==> config.mk <==
export PLATFORM = sky130hd
export DESIGN_NAME = i2c_master_bit_sequencer_flat
export DESIGN_NICKNAME = d
export VERILOG_FILES = /design/src/sv/i2cm_pkg.sv /design/src/sv/i2cm_req_if.sv /design/src/sv/i2cm_rsp_if.sv /design/src/sv/i2cm_csr_if.sv /design/src/sv/i2c_master_bit_sequencer.sv /design/src/flat_wrapper.sv
export VERILOG_INCLUDE_DIRS = /design/src /design/src/sv
export SDC_FILE = /design/constraint.sdc
export NUM_CORES = 1
export LEC_CHECK = 0
export BUFFER_PORTS_ARGS = -buffer_cell sky130_fd_sc_hd__buf_2
export CELL_PAD_IN_SITES_DETAIL_PLACEMENT = 1
export CELL_PAD_IN_SITES_GLOBAL_PLACEMENT = 1
export CORE_AREA = 3 3 132 134
export CTS_BUF_LIST = sky130_fd_sc_hd__clkbuf_8
export DETAILED_ROUTE_END_ITERATION = 8
export DIE_AREA = 0 0 135 137
export PLACE_DENSITY_LB_ADDON = 0.1
export RECOVER_POWER = 25
export SYNTH_ARGS = -nofsm -noshare
export SYNTH_HDL_FRONTEND = slang
export SYNTH_SLANG_ARGS = --single-unit
==> constraint.sdc <==
create_clock -name clock -period 8.2 [get_ports clock]
set_input_delay 0.82 -clock clock [delete_from_list [all_inputs] [get_ports clock]]
set_output_delay 0.82 -clock clock [all_outputs]
set_load 0.1 [all_outputs]
==> src/sv/assert_macros.svh <==
// ----------------------------------------------------------------------------
// assert_macros.svh
// Concurrent assertion helpers; compiled out when NO_ASSERTIONS is defined.
// ----------------------------------------------------------------------------
`ifndef ASSERT_MACROS_SVH
`define ASSERT_MACROS_SVH

`ifndef NO_ASSERTIONS

// Expression must hold at every clock edge outside reset
`define ASSERT_ALWAYS(lbl, clk, rst, expr) \
   lbl: assert property (@(posedge clk) disable iff (rst) (expr)) \
      else $error("assertion failed: expression does not hold");

// Antecedent implies consequent in the same cycle
`define ASSERT_IMPLIES(lbl, clk, rst, ante, cons) \
   lbl: assert property (@(posedge clk) disable iff (rst) (ante) |-> (cons)) \
      else $error("assertion failed: implication does not hold");

// Antecedent implies consequent in the next cycle
`define ASSERT_NEXT(lbl, clk, rst, ante, cons) \
   lbl: assert property (@(posedge clk) disable iff (rst) (ante) |=> (cons)) \
      else $error("assertion failed: next-cycle implication does not hold");

`else

`define ASSERT_ALWAYS(lbl, clk, rst, expr)
`define ASSERT_IMPLIES(lbl, clk, rst, ante, cons)
`define ASSERT_NEXT(lbl, clk, rst, ante, cons)

`endif

`endif

==> src/sv/i2cm_pkg.sv <==
// ----------------------------------------------------------------------------
// i2cm_pkg
// Types, constants and step tables of the I2C master bit sequencer.
// ----------------------------------------------------------------------------
package i2cm_pkg;

   // Delay counter width and its largest value
   localparam int DELAY_COUNTER_BITS = 16;
   localparam logic [31:0] DELAY_CNT_MAX = 32'((64'd1 << DELAY_COUNTER_BITS) - 64'd1);

   localparam int STEP_BITS = 6;
   localparam logic [15:0] DELAY_RESET = 16'd10;

   typedef enum logic [2:0] {
      OP_START    = 3'd0,
      OP_STOP     = 3'd1,
      OP_SEND     = 3'd2,
      OP_READ     = 3'd3,
      OP_WAIT_ACK = 3'd4,
      OP_ACK      = 3'd5,
      OP_NACK     = 3'd6,
      OP_CHECK    = 3'd7
   } op_type;

   typedef enum logic [1:0] {
      SMP_NONE = 2'd0,
      SMP_DATA = 2'd1,
      SMP_ACK  = 2'd2
   } sample_type;

   // What one program step does to the lines on its first tick
   typedef struct packed {
      logic       scl_set;
      logic       scl_val;
      logic       sda_set;
      logic       sda_val;
      sample_type sample;
      logic       hold;
   } step_action_type;

   localparam step_action_type ACTION_KEEP = '{
      scl_set: 1'b0, scl_val: 1'b0, sda_set: 1'b0, sda_val: 1'b0,
      sample: SMP_NONE, hold: 1'b1
   };

   // Number of steps in each command
   function automatic logic [STEP_BITS-1:0] step_total(op_type op);
      logic [STEP_BITS-1:0] n;
      case (op)
         OP_START:    n = STEP_BITS'(3);
         OP_STOP:     n = STEP_BITS'(2);
         OP_SEND:     n = STEP_BITS'(24);
         OP_READ:     n = STEP_BITS'(16);
         OP_WAIT_ACK: n = STEP_BITS'(3);
         OP_ACK:      n = STEP_BITS'(4);
         OP_NACK:     n = STEP_BITS'(3);
         OP_CHECK:    n = STEP_BITS'(32);
         default:     n = STEP_BITS'(32);
      endcase
      return n;
   endfunction

   function automatic step_action_type plan_start(logic [STEP_BITS-1:0] idx);
      step_action_type a;
      a = ACTION_KEEP;
      if (idx == STEP_BITS'(0)) begin
         a.scl_set = 1'b1; a.scl_val = 1'b1;
         a.sda_set = 1'b1; a.sda_val = 1'b1;
      end else if (idx == STEP_BITS'(1)) begin
         a.sda_set = 1'b1; a.sda_val = 1'b0;
      end else begin
         a.scl_set = 1'b1; a.scl_val = 1'b0;
      end
      return a;
   endfunction

   // Stop: last step releases SDA and does not hold
   function automatic step_action_type plan_stop(logic [STEP_BITS-1:0] idx);
      step_action_type a;
      a = ACTION_KEEP;
      if (idx == STEP_BITS'(0)) begin
         a.sda_set = 1'b1; a.sda_val = 1'b0;
         a.scl_set = 1'b1; a.scl_val = 1'b1;
      end else begin
         a.sda_set = 1'b1; a.sda_val = 1'b1;
         a.hold    = 1'b0;
      end
      return a;
   endfunction

   // Send: three steps per bit (data, SCL high, SCL low); idx below 24
   function automatic step_action_type plan_send(logic [STEP_BITS-1:0] idx,
                                                 logic [7:0] shift);
      step_action_type a;
      logic [8:0]      prod;
      logic [2:0]      bitn;
      logic [4:0]      rem;
      a    = ACTION_KEEP;
      // idx / 3 by reciprocal multiply, exact for idx below 24
      prod = 9'(idx[4:0]) * 9'd11;
      bitn = prod[7:5];
      rem  = idx[4:0] - 5'(5'(bitn) * 5'd3);
      if (rem == 5'd0) begin
         a.sda_set = 1'b1; a.sda_val = shift[~bitn];
      end else if (rem == 5'd1) begin
         a.scl_set = 1'b1; a.scl_val = 1'b1;
      end else begin
         a.scl_set = 1'b1; a.scl_val = 1'b0;
         if (bitn == 3'd7) begin
            a.sda_set = 1'b1; a.sda_val = 1'b1;
         end
      end
      return a;
   endfunction

   // Read: SCL high, then sample and SCL low
   function automatic step_action_type plan_read(logic [STEP_BITS-1:0] idx);
      step_action_type a;
      a = ACTION_KEEP;
      a.scl_set = 1'b1;
      if (!idx[0]) begin
         a.scl_val = 1'b1;
      end else begin
         a.scl_val = 1'b0;
         a.sample  = SMP_DATA;
      end
      return a;
   endfunction

   function automatic step_action_type plan_wait_ack(logic [STEP_BITS-1:0] idx);
      step_action_type a;
      a = ACTION_KEEP;
      if (idx == STEP_BITS'(0)) begin
         a.sda_set = 1'b1; a.sda_val = 1'b1;
      end else if (idx == STEP_BITS'(1)) begin
         a.scl_set = 1'b1; a.scl_val = 1'b1;
      end else begin
         a.scl_set = 1'b1; a.scl_val = 1'b0;
         a.sample  = SMP_ACK;
      end
      return a;
   endfunction

   // Ack / nack: drive level, clock it, release SDA without hold
   function automatic step_action_type plan_ack(logic [STEP_BITS-1:0] idx, logic level);
      step_action_type a;
      a = ACTION_KEEP;
      if (idx == STEP_BITS'(0)) begin
         a.sda_set = 1'b1; a.sda_val = level;
      end else if (idx == STEP_BITS'(1)) begin
         a.scl_set = 1'b1; a.scl_val = 1'b1;
      end else if (idx == STEP_BITS'(2)) begin
         a.scl_set = 1'b1; a.scl_val = 1'b0;
      end else begin
         a.sda_set = 1'b1; a.sda_val = 1'b1;
         a.hold    = 1'b0;
      end
      return a;
   endfunction

   // Action for step idx of a command
   function automatic step_action_type step_plan(op_type op, logic [STEP_BITS-1:0] idx,
                                                 logic [7:0] shift);
      step_action_type a;
      case (op)
         OP_START:    a = plan_start(idx);
         OP_STOP:     a = plan_stop(idx);
         OP_SEND:     a = plan_send(idx, shift);
         OP_READ:     a = plan_read(idx);
         OP_WAIT_ACK: a = plan_wait_ack(idx);
         OP_ACK:      a = plan_ack(idx, 1'b0);
         OP_NACK:     a = plan_ack(idx, 1'b1);
         default: begin
            // check device: start, address byte, wait ack, stop
            if (idx < STEP_BITS'(3)) begin
               a = plan_start(idx);
            end else if (idx < STEP_BITS'(27)) begin
               a = plan_send(idx - STEP_BITS'(3), shift);
            end else if (idx < STEP_BITS'(30)) begin
               a = plan_wait_ack(idx - STEP_BITS'(27));
            end else begin
               a = plan_stop(idx - STEP_BITS'(30));
            end
         end
      endcase
      return a;
   endfunction

endpackage

==> src/sv/i2cm_req_if.sv <==
// ----------------------------------------------------------------------------
// i2cm_req_if
// Tick channel into the sequencer: command and sampled SDA.
// ----------------------------------------------------------------------------
interface i2cm_req_if;
   logic       valid;
   logic       ready;
   logic       command_valid;
   logic [2:0] operation;
   logic [7:0] tx_byte;
   logic       sda_in;

   modport source (output valid, command_valid, operation, tx_byte, sda_in,
                   input ready);
   modport sink   (input valid, command_valid, operation, tx_byte, sda_in,
                   output ready);
endinterface

==> src/sv/i2cm_rsp_if.sv <==
// ----------------------------------------------------------------------------
// i2cm_rsp_if
// Result channel out of the sequencer: line drive and status per tick.
// ----------------------------------------------------------------------------
interface i2cm_rsp_if;
   logic       valid;
   logic       ready;
   logic       scl_out;
   logic       sda_out;
   logic       busy_res;
   logic       done_res;
   logic [7:0] rx_byte;
   logic       ack_bit;

   modport source (output valid, scl_out, sda_out, busy_res, done_res, rx_byte, ack_bit,
                   input ready);
   modport sink   (input valid, scl_out, sda_out, busy_res, done_res, rx_byte, ack_bit,
                   output ready);
endinterface

==> src/sv/i2cm_csr_if.sv <==
// ----------------------------------------------------------------------------
// i2cm_csr_if
// Configuration write channel carrying the delay_ticks register.
// ----------------------------------------------------------------------------
interface i2cm_csr_if;
   logic        valid;
   logic        ready;
   logic [15:0] delay_ticks;

   modport source (output valid, delay_ticks, input ready);
   modport sink   (input valid, delay_ticks, output ready);
endinterface

==> src/sv/i2c_master_bit_sequencer.sv <==
// ----------------------------------------------------------------------------
// i2c_master_bit_sequencer
// I2C master bit sequencer: one bus tick per req transaction.
// ----------------------------------------------------------------------------
// Usage:
//   req_chan carries one bus tick per transaction: an optional command
//   (start, stop, send, read, wait ack, ack, nack, check device), the
//   byte to send and the sampled SDA level. rsp_chan returns one
//   transaction per tick with SCL/SDA drive, busy, done, the last read
//   byte and the last acknowledge. csr_chan writes delay_ticks, the
//   number of ticks each bus phase is held; it is always ready.
//   The tick update is combinational in front of the result register, so
//   a result is registered in the cycle after its tick; one tick is taken
//   every cycle unless a result waits on a stalled receiver: req_chan.ready
//   then stays high only if that result is taken in the same cycle, so no
//   tick is lost. Reset releases both lines, sets the sequencer idle,
//   ack_bit to 1 and delay_ticks to 10. Commands given while busy are ignored.
// ----------------------------------------------------------------------------
module i2c_master_bit_sequencer
   import i2cm_pkg::*;
(
   input logic          clock,
   input logic          reset,
   i2cm_req_if.sink     req_chan,
   i2cm_rsp_if.source   rsp_chan,
   i2cm_csr_if.sink     csr_chan
);

`include "assert_macros.svh"

   // Registers
   logic [15:0]                   delay_ticks_ff;
   logic [STEP_BITS-1:0]          step_ff, step_in;
   logic [DELAY_COUNTER_BITS-1:0] count_ff, count_in;
   logic [7:0]                    shift_ff, shift_in;
   logic [7:0]                    recv_ff, recv_in;
   logic                          ack_ff, ack_in;
   logic                          scl_ff, scl_in;
   logic                          sda_ff, sda_in;
   op_type                        op_ff, op_in;
   logic                          busy_ff, busy_in;
   logic                          done_ff, done_in;
   logic                          rsp_valid_ff, rsp_valid_in;

   logic                          req_accept;
   logic                          enter;
   step_action_type               act;
   logic [15:0]                   hold_ticks;
   logic [31:0]                   hold_wide;
   logic [DELAY_COUNTER_BITS-1:0] count_load;

   // Handshakes
   assign csr_chan.ready = 1'b1;
   assign req_chan.ready = !rsp_valid_ff || rsp_chan.ready;
   assign req_accept     = req_chan.valid && req_chan.ready;

   // Hold length of a waiting step, zero delay acts as one tick
   assign hold_ticks = (delay_ticks_ff == 16'd0) ? 16'd0 : delay_ticks_ff - 16'd1;
   assign hold_wide  = 32'(hold_ticks);
   assign count_load = (hold_wide > DELAY_CNT_MAX) ? DELAY_CNT_MAX[DELAY_COUNTER_BITS-1:0]
                                                   : hold_wide[DELAY_COUNTER_BITS-1:0];

   // Tick update
   always_comb begin
      step_in  = step_ff;
      count_in = count_ff;
      shift_in = shift_ff;
      recv_in  = recv_ff;
      ack_in   = ack_ff;
      scl_in   = scl_ff;
      sda_in   = sda_ff;
      op_in    = op_ff;
      busy_in  = busy_ff;
      done_in  = done_ff;
      enter    = 1'b0;
      act      = ACTION_KEEP;
      if (req_accept) begin
         busy_in = 1'b0;
         done_in = 1'b0;
         if (step_ff == STEP_BITS'(0)) begin
            if (req_chan.command_valid) begin
               op_in    = op_type'(req_chan.operation);
               shift_in = (op_type'(req_chan.operation) == OP_READ) ? 8'd0
                                                                     : req_chan.tx_byte;
               step_in  = STEP_BITS'(1);
               enter    = 1'b1;
            end
         end else if (count_ff != '0) begin
            count_in = count_ff - DELAY_COUNTER_BITS'(1);
         end else begin
            step_in = step_ff + STEP_BITS'(1);
            enter   = 1'b1;
         end

         if (step_in != STEP_BITS'(0)) begin
            busy_in = 1'b1;
            if (enter) begin
               act = step_plan(op_in, step_in - STEP_BITS'(1), shift_in);
               case (act.sample)
                  SMP_DATA: shift_in = {shift_in[6:0], req_chan.sda_in};
                  SMP_ACK:  ack_in   = req_chan.sda_in;
                  default:  ;
               endcase
               if (act.scl_set) begin
                  scl_in = act.scl_val;
               end
               if (act.sda_set) begin
                  sda_in = act.sda_val;
               end
               count_in = act.hold ? count_load : '0;
            end
            // Completion of the command
            if (count_in == '0 && step_in >= step_total(op_in)) begin
               done_in = 1'b1;
               if (op_in == OP_READ) begin
                  recv_in = shift_in;
               end
               step_in = STEP_BITS'(0);
            end
         end
      end
   end

   // Result register valid
   always_comb begin
      if (req_accept) begin
         rsp_valid_in = 1'b1;
      end else if (rsp_chan.ready) begin
         rsp_valid_in = 1'b0;
      end else begin
         rsp_valid_in = rsp_valid_ff;
      end
   end

   // State and result registers
   always_ff @(posedge clock) begin
      if (reset) begin
         delay_ticks_ff <= DELAY_RESET;
         step_ff        <= '0;
         count_ff       <= '0;
         shift_ff       <= '0;
         recv_ff        <= '0;
         ack_ff         <= 1'b1;
         scl_ff         <= 1'b1;
         sda_ff         <= 1'b1;
         op_ff          <= OP_START;
         busy_ff        <= 1'b0;
         done_ff        <= 1'b0;
         rsp_valid_ff   <= 1'b0;
      end else begin
         if (csr_chan.valid) begin
            delay_ticks_ff <= csr_chan.delay_ticks;
         end
         step_ff      <= step_in;
         count_ff     <= count_in;
         shift_ff     <= shift_in;
         recv_ff      <= recv_in;
         ack_ff       <= ack_in;
         scl_ff       <= scl_in;
         sda_ff       <= sda_in;
         op_ff        <= op_in;
         busy_ff      <= busy_in;
         done_ff      <= done_in;
         rsp_valid_ff <= rsp_valid_in;
      end
   end

   // Outputs
   assign rsp_chan.valid    = rsp_valid_ff;
   assign rsp_chan.scl_out  = scl_ff;
   assign rsp_chan.sda_out  = sda_ff;
   assign rsp_chan.busy_res = busy_ff;
   assign rsp_chan.done_res = done_ff;
   assign rsp_chan.rx_byte  = recv_ff;
   assign rsp_chan.ack_bit  = ack_ff;

   // Checks
   `ASSERT_ALWAYS(a_step_range, clock, reset, step_ff <= STEP_BITS'(32))
   `ASSERT_IMPLIES(a_count_idle, clock, reset, count_ff != '0, step_ff != STEP_BITS'(0))
   `ASSERT_IMPLIES(a_no_overrun, clock, reset, rsp_valid_ff && !rsp_chan.ready, !req_chan.ready)
   `ASSERT_NEXT(a_result_after_tick, clock, reset, req_accept, rsp_valid_ff)
   `ASSERT_IMPLIES(a_done_busy, clock, reset, rsp_valid_ff && done_ff, busy_ff)

endmodule

==> src/flat_wrapper.sv <==
// flat-port wrapper written by rule: the top's interface ports become plain ports
module i2c_master_bit_sequencer_flat import i2cm_pkg::*;
  (clock, reset, req_chan_valid, req_chan_command_valid, req_chan_operation, req_chan_tx_byte, req_chan_sda_in, req_chan_ready, rsp_chan_valid, rsp_chan_scl_out, rsp_chan_sda_out, rsp_chan_busy_res, rsp_chan_done_res, rsp_chan_rx_byte, rsp_chan_ack_bit, rsp_chan_ready, csr_chan_valid, csr_chan_delay_ticks, csr_chan_ready);
  i2cm_req_if req_chan_i ();
  i2cm_rsp_if rsp_chan_i ();
  i2cm_csr_if csr_chan_i ();
  input logic clock;
  input logic reset;
  input wire logic [$bits(req_chan_i.valid)-1:0] req_chan_valid;
  input wire logic [$bits(req_chan_i.command_valid)-1:0] req_chan_command_valid;
  input wire logic [$bits(req_chan_i.operation)-1:0] req_chan_operation;
  input wire logic [$bits(req_chan_i.tx_byte)-1:0] req_chan_tx_byte;
  input wire logic [$bits(req_chan_i.sda_in)-1:0] req_chan_sda_in;
  output wire logic [$bits(req_chan_i.ready)-1:0] req_chan_ready;
  output wire logic [$bits(rsp_chan_i.valid)-1:0] rsp_chan_valid;
  output wire logic [$bits(rsp_chan_i.scl_out)-1:0] rsp_chan_scl_out;
  output wire logic [$bits(rsp_chan_i.sda_out)-1:0] rsp_chan_sda_out;
  output wire logic [$bits(rsp_chan_i.busy_res)-1:0] rsp_chan_busy_res;
  output wire logic [$bits(rsp_chan_i.done_res)-1:0] rsp_chan_done_res;
  output wire logic [$bits(rsp_chan_i.rx_byte)-1:0] rsp_chan_rx_byte;
  output wire logic [$bits(rsp_chan_i.ack_bit)-1:0] rsp_chan_ack_bit;
  input wire logic [$bits(rsp_chan_i.ready)-1:0] rsp_chan_ready;
  input wire logic [$bits(csr_chan_i.valid)-1:0] csr_chan_valid;
  input wire logic [$bits(csr_chan_i.delay_ticks)-1:0] csr_chan_delay_ticks;
  output wire logic [$bits(csr_chan_i.ready)-1:0] csr_chan_ready;
  assign req_chan_i.valid = req_chan_valid;
  assign req_chan_i.command_valid = req_chan_command_valid;
  assign req_chan_i.operation = req_chan_operation;
  assign req_chan_i.tx_byte = req_chan_tx_byte;
  assign req_chan_i.sda_in = req_chan_sda_in;
  assign req_chan_ready = req_chan_i.ready;
  assign rsp_chan_valid = rsp_chan_i.valid;
  assign rsp_chan_scl_out = rsp_chan_i.scl_out;
  assign rsp_chan_sda_out = rsp_chan_i.sda_out;
  assign rsp_chan_busy_res = rsp_chan_i.busy_res;
  assign rsp_chan_done_res = rsp_chan_i.done_res;
  assign rsp_chan_rx_byte = rsp_chan_i.rx_byte;
  assign rsp_chan_ack_bit = rsp_chan_i.ack_bit;
  assign rsp_chan_i.ready = rsp_chan_ready;
  assign csr_chan_i.valid = csr_chan_valid;
  assign csr_chan_i.delay_ticks = csr_chan_delay_ticks;
  assign csr_chan_ready = csr_chan_i.ready;
  i2c_master_bit_sequencer u_core (.clock(clock), .reset(reset), .req_chan(req_chan_i), .rsp_chan(rsp_chan_i), .csr_chan(csr_chan_i));
endmodule
==> results.ini, run 1 <==
[floorplanning]
num_rows = 47
die_area_um2 = 18500
ios = 50
core_area_um2 = 16410
die_w_um = 135
start_util_pct = 41.31
die_h_um = 137

[timing]
finalMaxSlewViolations = 55
clock.fmax_mhz = 128.8
finalCritPeriodShare_pct = 94.71
fin_tns_setup_ns = 0
relSlewSlack_pct = -73.06
period_minus_slack_ns = 7.766
finalHoldViolCount = 0
worstMarginPinSlew_ns = 2.596
skew_ns = 0.01294
hold_slack_ns = 0.4580
setup_viol = 0

[synthesis]
synthArstFlopShare_pct = 0
synth_top_area_share_pct = 18.61
ys.flop_type = dfxtp_1
synth_area_leaders = dfxtp_1, ha_1, nor2_1, nand2_1, xnor2_1
synthSimpleGateAreaFrac_pct = 26.69
synthesis.nets = 991
synth.avg_cell_area_um2 = 7.522
ys_warn_count = 0
synth_xor_area_share_pct = 7.366
synth_most_common_cell = nor2_1
synth_area_um2 = 6778
ys_ff_latch = 63
synthMuxAreaShare_pct = 6.295
synth-adder-area-share_pct = 11.04
synth_top_family_by_area = simple AND/OR/NAND/NOR gates
yosys-top-cells-count = nor2_1, nand2_1, dfxtp_1
syn_inst = 901
synth_edf_count = 0
synth_compound_area_share_pct = 23.96
yosys.area.top_type = dfxtp_1
synthDistinctLibCells = 87
ys_seq_area_share_pct = 18.61

[routing]
vias_per_cell = 6.089
wire_per_inst_um = 20.90
drtIter0Drc = 643
firstDrtPassIters = 5
post-route-drc-count = 0
routed_wl_mm = 24.81
num_vias = 7228
drtAntennaViolNets = 0

[power_and_ir_drop]
p_per_area_nw_per_um2 = 303.0
seq_power_share_pct = 14.6
swShare_pct = 48.68
leakage_nw = 3.263
p_int_mw = 1.211
power_mw = 2.360
vdd_ir_drop_max_v = 0.0002298
combPwrFrac_pct = 73.2
switchingPower_mw = 1.149
p_clk_share_pct = 12.2

[clock_network]
clkLatencyLatePin_ns = 0.36
cts-root-buf = clkbuf_8
h-tree-depth = 3
cts_tree = done
clk_path_buf_depth = 2
path_clk_slew_ns = 0.08
cts_made_buffers = 9
clock_sinks = 63

[critical_path]
worst_path_most_repeated_cell = ha_1
cpPeakStageDelay_ns = 0.57
slowest_stage = or4_4
cp.arrival_ns = 8.01
crit_type = register to register
start_kind = register
cp.required_ns = 8.44
worst-path-buf-inv = 5
cp-end-kind = register
critPathMaxFanout = 10
ff2ff_setup_slack_ns = 0.43
cp_top_family = compound AO/OA/AOI/OAI gates

[grt]
antenna_found_initial = 0
overflow = 0
grt_pass1_vias = 7398
grt_max_degree = 55
gr-usage-all-layers_pct = 26.85
grt_pass1_wl_mm = 39.63

[outcome]
failed_checks = max-capacitance violations, max-slew violations
status = complete, but fails checks

[final_layout]
finish.net_count = 1053
area_growth_pct = 14.90
final_util_pct = 47.46
layout-drive-gt1-share_pct = 16.55
diodes = 0

[worst_hold_path]
hold_path_class = register to register

[placed_design]
gp_congestion = 0.9589
dp_hpwl_mm = 19.58
port_buffers = 48

[job]
cap_violations = 1

==> power groups by stage <==
stage          registers [mW]  clock network [mW]  logic [mW]
2_1_floorplan           0.357                   0        1.19
3_3_place_gp            0.349                   0        1.53
3_5_place_dp            0.350                   0        1.66
4_1_cts                 0.343               0.295        1.68
5_1_grt                 0.347               0.309        1.92
6_report                0.344               0.287        1.73
==> area by class of cell <==
type                       instances  area, um^2
clock buffer                      11       151.4
clock inverter                     4       46.29
fill                            2084        8620
inverter                          59       221.5
multi-input combinational        733        5224
sequential                        63        1265
tap                              220       275.3
timing repair buffer              97       604.3
==> layout by cell type (no fill, tap or decap), drive strengths merged, types with 5 or more instances in the layout <==
master	count
nor2	100
buf	93
nand2	84
dfxtp	63
inv	60
ha	51
a21oi	50
o21ai	40
xnor2	34
nand3	33
nor3	28
mux2i	28
nand4	23
nor4	20
xor2	17
a221oi	15
clkbuf	15
a31oi	14
a21boi	14
a211oi	11
a21o	10
nand3b	9
o211ai	9
nor2b	9
and2	9
mux2	9
and3	7
o21a	7
a22oi	7
or3	7
or4	6
o311ai	6
o22ai	5
a211o	5
fa	5
==> final timing paths <==
check	start	to	cells past startpoint
worst min-delay path	u_core.shift_ff[3]	u_core.shift_ff[3]	2
worst max-delay path	u_core.count_ff[0]	u_core.rsp_chan.scl_out	34
worst min register to register	u_core.shift_ff[3]	u_core.shift_ff[3]	2
worst max register to register	u_core.count_ff[0]	u_core.rsp_chan.scl_out	34
==> worst register-to-register path: cells and delay by family, from the launching register on <==
kind	cells	cell delay, ns
AOI/OAI and AO/OA	9	1.88
adders and majority gates	6	1.86
and+or+nand+nor	6	1.51
xor gates and xnor gates	8	1.41
buffers and inverters	5	0.61
DFF	1	0.36
==> kinds of logic after synthesis <==
family	after synthesis
AO/OA/AOI/OAI	232
adder cells (fa/ha/maj)	57
AND/OR/NAND/NOR	351
XOR/XNOR	53
multiplexers	39
buffers and inverters	105
flip-flops	63
other	1
==> per-layer routing <==
layer,up-vias,GRT usage (%),routed length [um]
li1,3435,-,-
met1,3516,34.00,10990
met3,53,3.897,1220
met2,224,46.14,11810
met4,0,10.53,783
met5,-,0,0
==> per-stage QoR <==
stage | area [um^2] | cells | setup slack, ns
6_report | 7787 | 1187 | 0.4337
5_1_grt | 7787 | 1187 | -0.01221
3_5_place_dp | 7482 | 1170 | -0.1149
4_1_cts | 7685 | 1185 | 0.07456
3_3_place_gp | 7482 | 1170 | 0.1977
2_1_floorplan | 6800 | 901 | 0.01937
==> timing repair <==
item                       CTS  global route
setup buffers                0             2
pin swaps                    0            12
hold buffers                 0             0
setup endpoints to repair    1             2
resized for setup            2            22
==> flip-flops by register name (all words and copies together) (netlist names) <==
name                      count
u_core.count_ff              16
u_core.delay_ticks_ff        16
u_core.op_ff                  3
u_core.rsp_chan.ack_bit       1
u_core.rsp_chan.busy_res      1
u_core.rsp_chan.done_res      1
u_core.rsp_chan.rx_byte       8
u_core.rsp_chan.scl_out       1
u_core.rsp_chan.sda_out       1
u_core.rsp_chan.valid         1
u_core.shift_ff               8
u_core.step_ff                6
Power figures use the tool's default switching activity.
==> run 2, diff against run 1 <==
Settings changed: PLACE_DENSITY_LB_ADDON 0.1 to 0.12.
==> run 2 against run 1 <==
Effect of this change: the flow still finishes with violations (max-capacitance violations, max-slew violations); critical path type unchanged; total power grew 3.2%; hold slack better by 0.0065 ns; sequential cell count did not move.
==> results.ini, run 2 (synthesis gave the netlist of run 1 again) <==
[outcome]
status = complete, but fails checks  ; unchanged
failed_checks = max-capacitance violations, max-slew violations  ; unchanged

[worst_hold_path]
hold_path_class = register to register  ; unchanged
hold_depth = 2  ; unchanged

[floorplanning]
core_area_um2 = 16410  ; unchanged
ios = 50  ; unchanged
die_h_um = 137  ; unchanged
die_area_um2 = 18500  ; unchanged
start_util_pct = 41.31  ; unchanged
num_rows = 47  ; unchanged
die_w_um = 135  ; unchanged

[final_layout]
finish.net_count = 1058  ; was 1053
layout-drive-gt1-share_pct = 17.99  ; was 16.55%
area_growth_pct = 17.17  ; was 14.90%
area.sequential_um2 = 1265  ; unchanged
final_util_pct = 48.40  ; was 47.46%
fill_cells = 2024  ; was 2084
reg_top3 = u_core.count_ff x16, u_core.delay_ticks_ff x16  ; unchanged
multi_input_area_um2 = 5276  ; was 5224 um^2
mostFrequentLayoutCells = nor2_1, nand2_1, dfxtp_1  ; unchanged
diodes = 0  ; unchanged
layout.cells.most_common = nor2_1  ; unchanged
final_cell_area_um2 = 7941  ; was 7787 um^2
stdcell_count = 1193  ; was 1187

[grt]
use_met2_pct = 45.36  ; was 46.14%
grt_max_degree = 55  ; unchanged
grt_busiest_layer = met2  ; unchanged
grt_pass1_vias = 7262  ; was 7398
grtUsageMet1_pct = 33.68  ; was 34.00%
grt_pass1_wl_mm = 38.57  ; was 39.63 mm
antenna_found_initial = 0  ; unchanged
grt_util_met3_pct = 3.493  ; was 3.897%
overflow = 0  ; unchanged
gr-usage-all-layers_pct = 26.08  ; was 26.85%

[power_and_ir_drop]
leakage_nw = 3.329  ; was 3.263 nW
vdd_ir_drop_max_v = 0.0002613  ; was 0.0002298 V
power_mw = 2.435  ; was 2.360 mW
p_per_area_nw_per_um2 = 306.6  ; was 303.0 nW/um^2

[timing]
clock.fmax_mhz = 127.5  ; was 128.8 MHz
finalCritPeriodShare_pct = 95.66  ; was 94.71%
hold_slack_ns = 0.4644  ; was 0.4580 ns
fin_tns_setup_ns = 0  ; unchanged
setup_viol = 0  ; unchanged
period_minus_slack_ns = 7.844  ; was 7.766 ns
relSlewSlack_pct = -80.42  ; was -73.06%
finalHoldViolCount = 0  ; unchanged
finalMaxSlewViolations = 55  ; unchanged
setup_ws_ns = 0.3558  ; was 0.4337 ns
skew_ns = 0.01193  ; was 0.01294 ns
worstMarginPinSlew_ns = 2.706  ; was 2.596 ns

[placed_design]
dp_slack_ns = -0.1614  ; was -0.1149 ns
dp_cells = 1168  ; was 1170
placed_area_um2 = 7467  ; was 7482 um^2
port_buffers = 48  ; unchanged
dp_hpwl_mm = 19.15  ; was 19.58 mm
gp_congestion = 0.9240  ; was 0.9589

[critical_path]
cp.arrival_ns = 8.09  ; was 8.01 ns
crit_type = register to register  ; unchanged
start_kind = register  ; unchanged
critPathMaxFanout = 10  ; unchanged
slowest_stage = or4_4  ; unchanged
cp-end-kind = register  ; unchanged
r2r.worst_path.cells = 32  ; was 34
cp.required_ns = 8.44  ; about the same
worst_path_most_repeated_cell = inv_1  ; was ha_1
cpPeakStageDelay_ns = 0.56  ; was 0.57 ns

[routing]
routed_wl_mm = 24.50  ; was 24.81 mm
drtIter0Drc = 529  ; was 643
firstDrtPassIters = 5  ; unchanged
num_vias = 7271  ; was 7228
drtAntennaViolNets = 0  ; unchanged
vias_per_cell = 6.095  ; was 6.089
post-route-drc-count = 0  ; unchanged
wire_per_inst_um = 20.54  ; was 20.90 um

[clock_network]
cts-root-buf = clkbuf_8  ; unchanged
clk_path_buf_depth = 2  ; unchanged
path_clk_slew_ns = 0.08  ; about the same
clkLatencyLatePin_ns = 0.35  ; was 0.36 ns
cts_made_buffers = 9  ; unchanged
h-tree-depth = 3  ; unchanged
hold_buffers = 0  ; unchanged
cts_tree = done  ; unchanged
clock_sinks = 63  ; unchanged

[job]
cap_violations = 1  ; unchanged

-- run 2: cell count changes in the layout (fill, tap and decap cells not counted), sizes merged --
cell	change
buf	+6
bufinv	+2
clkbuf	-2
clkinv	-1
inv	+1
-- run 2: worst paths after layout --
kind                 startpoint                       to  slack [ns]
min          u_core.shift_ff[5]       u_core.shift_ff[5]        0.46
min reg2reg  u_core.shift_ff[5]       u_core.shift_ff[5]        0.46
max reg2reg  u_core.count_ff[0]  u_core.rsp_chan.sda_out        0.36
max          u_core.count_ff[0]  u_core.rsp_chan.sda_out        0.36
-- run 2: report_power, final --
group          total (mW)  switching (mW)  leakage [nW]  internal (mW)
sequential          0.345          0.0216         0.517          0.323
combinational        1.74           0.998          2.69          0.742
clock               0.351           0.139         0.124          0.212
total                2.44            1.16          3.33           1.28
-- run 2: cell type report --
class / count / share of cell area, %
well taps: 220 / 3.466
flip-flops and latches: 63 / 15.93
clock inverters: 6 / 1.449
repair buffers: 102 / 8.193
clock buffers: 10 / 1.733
multi-input cells: 733 / 66.44
inverters: 59 / 2.789
-- run 2: repair_timing --
action	4_1_cts	5_1_grt
resized for setup	1	36
buffers inserted	2	7
setup endpoints to repair	2	2
gates cloned	0	0
pin swaps	2	11
-- run 2: metal layers --
layer	vias up	part of all wire [%]
met2	227	49
met1	3560	44
met3	35	5.0
met5	-	0
li1	3449	-
met4	0	2.2
-- run 2: worst max-delay path, delay by kind of cell (launching register included) --
family                     cells  cell delay, ns
adders and majority gates      6            2.05
xor gates and xnor gates       2            0.36
and+or+nand+nor                8            2.34
AOI/OAI and AO/OA              9            1.88
buffers and inverters          7            0.73
DFF                            1            0.35
